## config.mk

```make
export PLATFORM = sky130hd
export DESIGN_NAME = pld_sqrt
export DESIGN_NICKNAME = d
export VERILOG_FILES = /design/src/sv/pld_pkg.sv /design/src/sv/pld_sqrt.sv
export SDC_FILE = /design/constraint.sdc
export NUM_CORES = 2
export LEC_CHECK = 0
export ABC_CLOCK_PERIOD_IN_PS = 3800
export BUFFER_PORTS_ARGS = -buffer_cell sky130_fd_sc_hd__buf_2
export CAP_MARGIN = 30
export CELL_PAD_IN_SITES_DETAIL_PLACEMENT = 0
export CELL_PAD_IN_SITES_GLOBAL_PLACEMENT = 1
export CORE_ASPECT_RATIO = 1.75
export CORE_MARGIN = 5
export CORE_UTILIZATION = 45
export DETAILED_ROUTE_END_ITERATION = 10
export PLACE_DENSITY = 0.75
export SLEW_MARGIN = 20
export SYNTH_ARGS = -nofsm -noshare
export SYNTH_HDL_FRONTEND = slang
export SYNTH_MEMORY_MAX_BITS = 65536
export SYNTH_SLANG_ARGS = --single-unit
export TNS_END_PERCENT = 20
```

## constraint.sdc

```tcl
create_clock -name clk -period 3.8 [get_ports clk]
set_clock_uncertainty 0.1 [all_clocks]
set_input_delay 0.57 -clock clk [delete_from_list [all_inputs] [get_ports clk]]
set_output_delay 0.57 -clock clk [all_outputs]
set_load 0.02 [all_outputs]
```

## src/sv/pld_pkg.sv

```systemverilog
// shared widths and control type for the point-to-line distance pipeline
`timescale 1ns / 1ps

package pld_pkg;

    // input coordinate width, signed q16.16
    localparam int CW      = 32;
    // base minus point, one bit wider
    localparam int DW      = CW + 1;
    // one cross product term, signed
    localparam int PW      = DW + CW;
    // cross product component, signed, and its magnitude
    localparam int MW      = PW + 1;
    localparam int MAG_W   = MW - 1;
    // low half width used to split the magnitude for squaring
    localparam int LO_W    = 32;
    localparam int HI_W    = MAG_W - LO_W;
    // squared length of the cross product and of the direction
    localparam int MSQ_W   = 2 * MAG_W;
    localparam int VSQ_W   = 2 * CW;
    // quotient bits: the quotient is bounded by |b - p|^2
    localparam int QW      = MSQ_W - VSQ_W;
    // integer square root of the quotient
    localparam int RT_W    = QW / 2;
    localparam int SRM_W   = RT_W + 2;
    localparam int DIST_W  = 34;

    // stage count of the front section
    localparam int FRONT_STAGES = 7;

    // control that travels with every beat
    typedef struct packed {
        logic valid;
        logic on_line;
        logic degen;
    } pld_ctl_t;

endpackage

```

## src/sv/pld_sqrt.sv

```systemverilog
// pipelined integer square root, one root bit per stage
`timescale 1ns / 1ps

module pld_sqrt
    import pld_pkg::*;
(
    input  logic              clk,
    input  logic              rst_n,
    input  logic              en,
    input  pld_ctl_t          ctl_in,
    input  logic [QW-1:0]     rad,
    output pld_ctl_t          ctl_out,
    output logic [RT_W-1:0]   root
);

    // stage registers; x holds the radicand bits not yet brought down
    pld_ctl_t          c_reg    [1:RT_W];
    logic [SRM_W:0]    rem_reg  [1:RT_W];
    logic [RT_W-1:0]   root_reg [1:RT_W];
    logic [QW-1:0]     x_reg    [1:RT_W-1];

    for (genvar k = 0; k < RT_W; k++)
    begin : g_step
        pld_ctl_t        c_p;
        logic [SRM_W:0]  rem_p;
        logic [RT_W-1:0] root_p;
        logic [QW-1:0]   x_p;
        logic [SRM_W+2:0] shifted;
        logic [SRM_W+3:0] diff;
        logic [SRM_W:0]  trial;
        logic            ge;

        if (k == 0)
        begin : g_first
            assign c_p    = ctl_in;
            assign rem_p  = '0;
            assign root_p = '0;
            assign x_p    = rad;
        end
        else
        begin : g_next
            assign c_p    = c_reg[k];
            assign rem_p  = rem_reg[k];
            assign root_p = root_reg[k];
            assign x_p    = x_reg[k];
        end

        // bring down two bits and try root*4 + 1
        assign shifted = {rem_p, x_p[QW-1:QW-2]};
        assign trial   = {root_p, 2'b01};
        assign diff    = {1'b0, shifted} - (SRM_W+4)'(trial);
        assign ge      = !diff[SRM_W+3];

        always_ff @(posedge clk or negedge rst_n)
        begin
            if (!rst_n)
            begin
                c_reg[k+1] <= '0;
            end
            else if (en)
            begin
                c_reg[k+1] <= c_p;
            end
        end

        always_ff @(posedge clk)
        begin
            if (en)
            begin
                rem_reg[k+1]  <= ge ? diff[SRM_W:0] : shifted[SRM_W:0];
                root_reg[k+1] <= {root_p[RT_W-2:0], ge};
            end
        end

        // radicand only needed by later stages
        if (k < RT_W - 1)
        begin : g_x
            always_ff @(posedge clk)
            begin
                if (en)
                begin
                    x_reg[k+1] <= {x_p[QW-3:0], 2'b00};
                end
            end
        end
    end

    assign ctl_out = c_reg[RT_W];
    assign root    = root_reg[RT_W];

endmodule

```

==> reports/metrics.json <==
{
  "area.growth.synth_to_final_pct": 14.4,
  "grt-ovfl-total": 0,
  "io_buffers": 107,
  "reg2reg_depth": 12,
  "intPower_w": 0.0636,
  "clock_network_fraction_of_design_power_pct": 30.9,
  "power_frac_seq_pct": 46.9,
  "synth.distinct_cells": 101,
  "vias_per_cell": 5.45,
  "synth.avg_cell_area_sq_um": 13.0,
  "synthTopCellsByArea": "sky130_fd_sc_hd__edfxtp_1, sky130_fd_sc_hd__ha_1, sky130_fd_sc_hd__xor2_1",
  "worst_setup_slack_final_ps": -20.0,
  "clock_path_buffers": 4,
  "yosys.area_share.simple_pct": 9.68,
  "drive_above_1_share_pct": 11.8,
  "synth-async-reset-ratio_pct": 3.53,
  "cp-end-kind": "register",
  "most_used_standard_cells_in_the_synthesized_netlist": "sky130_fd_sc_hd__edfxtp_1, sky130_fd_sc_hd__inv_1, sky130_fd_sc_hd__nand2_1, sky130_fd_sc_hd__a21oi_1, sky130_fd_sc_hd__nor2_1",
  "die_area_sq_um": 298000,
  "first_iteration_detailed_routing_drc_count": 4208,
  "ys.flop_type": "sky130_fd_sc_hd__edfxtp_1",
  "postSynthNetCount": 10600,
  "timing.max_slew.rel_slack_pct": 33.8,
  "grt_pass1_vias": 84600,
  "die_width_um": 415,
  "core_sq_um": 286000,
  "post-place-ws_ps": -610,
  "power_density_nw_per_um2": 602,
  "final_period_minus_worst_setup_slack_ps": 3820,
  "grt_antenna_before_repair": 5,
  "p_leak_nw": 57.0,
  "synth_compound_area_share_pct": 9.62,
  "clk_transition_reported_paths_ps": 60,
  "ys_seq_area_share_pct": 64.8,
  "cp-start-kind": "register",
  "maxClockFrequency_mhz": 262,
  "synth-seq-cells": 2804,
  "synthesis.yosys.warnings": 0,
  "count_of_maximum_capacitance_violations": 0,
  "final_design_area_no_fill_sq_um": 148000,
  "setup-tns-final_ps": -20.0,
  "synthesis.area_sq_um": 129000,
  "place_area_sq_um": 138000,
  "clkSinkCount": 2804,
  "swShare_pct": 28.5,
  "route.detailed.drc": 0,
  "worstReg2RegStart": "rem_reg[0][1116]",
  "cp.arrival_ps": 4310,
  "worstPathMaxFanout": 3,
  "cp.required_ps": 4290,
  "synth-edff-count": 2705,
  "post-synth-top-count-cell": "sky130_fd_sc_hd__edfxtp_1",
  "tritoncts": "built",
  "r2r_setup_slack_ps": -20,
  "wl_mm": 297,
  "netlist_instances": 9929,
  "insertion_delay_ps": 860,
  "ioPinCount": 108,
  "gp_routability_congestion": 0.958,
  "failed_checks": "setup timing",
  "switchingPower_w": 0.0254,
  "worst_hold_slack_ps": 270,
  "grt_first_pass_wirelength_mm": 457,
  "post_synth_adder_cell_area_pct": 5.42,
  "core.rowCount": 260,
  "combinational_family_with_the_most_area_after_synthesis": "simple AND/OR/NAND/NOR gates",
  "synth.mux.area_fraction_pct": 1.53,
  "share_of_the_synthesized_netlist_area_taken_by_xor_and_xnor_gates_pct": 6.11,
  "placed_cells": 14100,
  "fin_crit_sh_pct": 101,
  "synthDominantCellAreaShare_pct": 62.9,
  "finalSetupViolations": 1,
  "finalNonFillerCells": 14700,
  "worst_pin_slew_ps": 990,
  "combinationalPowerShare_pct": 22.1,
  "via_count_of_the_routed_design": 79900,
  "finalMaxSlewViolations": 0,
  "synth_area_leader_cell": "sky130_fd_sc_hd__edfxtp_1",
  "start_util_pct": 45.1,
  "status": "complete, but fails checks",
  "fill_cells": 24200,
  "maximum_number_of_pins_on_one_net_before_global_route_repair": 147,
  "unrepaired_setup_endpoints_after_global_routing": "true",
  "floorplan.die.height_um": 719,
  "wire_length_per_cell_after_detailed_routing_um": 20.2,
  "vdd.ir_drop.worst_mv": 0.418,
  "hpwlAfterDp_mm": 222,
  "number_of_hold_violations_in_the_final_report": 0,
  "hold_class": "in -> async",
  "crit-reg2reg-capture": "rem_reg[0][1183]",
  "tritoncts.num_buffers": 274,
  "largest_register_ff_count": 1088,
  "grt.total_usage_pct": 19.5,
  "cts.root.buffer_cell": "sky130_fd_sc_hd__clkbuf_16",
  "drtPass1Iterations": 6,
  "cts-htree-levels": 5,
  "antenna_left": 0,
  "category_of_the_most_critical_setup_path": "reg -> reg",
  "num-nets-final": 11300
}
==> worst max path at each step <==
stage | start | end
global placement | root_reg[3][137] | rem_reg[0][1061]
floorplan | rem_reg[0][1055] | rem_reg[0][1107]
CTS | rem_reg[0][1116] | rem_reg[0][1183]
finish | rem_reg[0][1116] | rem_reg[0][1183]
detailed placement | root_reg[3][137] | rem_reg[0][1061]
global route | rem_reg[0][1116] | rem_reg[0][1183]
==> power groups by stage <==
stage	Sequential [W]	Combinational, W	Clock, W
after CTS	0.0418	0.0197	0.0284
after detailed placement	0.0424	0.0194	0
after floorplan	0.0412	0.0129	0
after global routing	0.0422	0.0216	0.0297
final	0.0418	0.0197	0.0275
after global placement	0.0423	0.0191	0
==> repair_timing <==
item	CTS	global route
setup endpoints to repair	31	87
hold buffers	72	0
setup buffers	0	4
hold endpoints to repair	138	0
gates resized for setup	35	31
==> cell type report <==
| class | instances | area (sq um) | area share (%) |
|---|---|---|---|
| sequential | 2804 | 83700 | 56.6 |
| multi-input combinational | 6171 | 42100 | 28.5 |
| clock buffer | 334 | 7260 | 4.91 |
| timing repair buffer | 675 | 5550 | 3.75 |
| tap | 3799 | 4750 | 3.22 |
| inverter | 741 | 2780 | 1.88 |
| clock inverter | 141 | 1660 | 1.12 |
| antenna | 3 | 7.51 | 0.00508 |
==> layer usage <==
layer | track usage (%) | up-vias | share of wire (%)
li1 | - | 38200 | -
met1 | 15.2 | 38900 | 29
met2 | 41.2 | 1751 | 59
met3 | 2.50 | 1041 | 2.9
met4 | 15.0 | 0 | 9.1
met5 | 0 | - | 0
==> critical path: stages (launching register included) <==
cell,delay [ps]
sky130_fd_sc_hd__edfxtp_1,390
sky130_fd_sc_hd__ha_1,360
sky130_fd_sc_hd__o21ai_0,190
sky130_fd_sc_hd__buf_4,220
sky130_fd_sc_hd__a21oi_1,90
sky130_fd_sc_hd__o311ai_0,440
sky130_fd_sc_hd__nand2_1,270
sky130_fd_sc_hd__a31oi_1,340
sky130_fd_sc_hd__buf_4,180
sky130_fd_sc_hd__o21ai_1,140
sky130_fd_sc_hd__a311o_1,410
sky130_fd_sc_hd__xor2_1,160
sky130_fd_sc_hd__mux2_2,280
==> through the flow <==
step | total power [W] | utilization [%]
6_report | 0.0890 | 51.6
5_1_grt | 0.0935 | 51.6
4_1_cts | 0.0899 | 51.6
3_5_place_dp | 0.0619 | 48.2
3_3_place_gp | 0.0614 | 48.2
2_1_floorplan | 0.0541 | -
==> cell usage in the layout (no fill, tap or decap), types with 424 or more instances in the layout <==
cell type / instances
sky130_fd_sc_hd__inv_1: 736
sky130_fd_sc_hd__edfxtp_1: 2705
sky130_fd_sc_hd__xor2_1: 477
sky130_fd_sc_hd__nor2_1: 620
sky130_fd_sc_hd__buf_4: 451
sky130_fd_sc_hd__o21ai_0: 455
sky130_fd_sc_hd__ha_1: 558
sky130_fd_sc_hd__xnor2_1: 424
sky130_fd_sc_hd__a21oi_1: 626
sky130_fd_sc_hd__nand2_1: 685
==> cells by family after synthesis <==
logic type,after synthesis
AO/OA/AOI/OAI,1992
XOR/XNOR,901
adder cells (fa/ha/maj),560
buffers and inverters,954
flip-flops,2804
multiplexers,177
other,1
AND/OR/NAND/NOR,2540
Power figures use the tool's default switching activity.
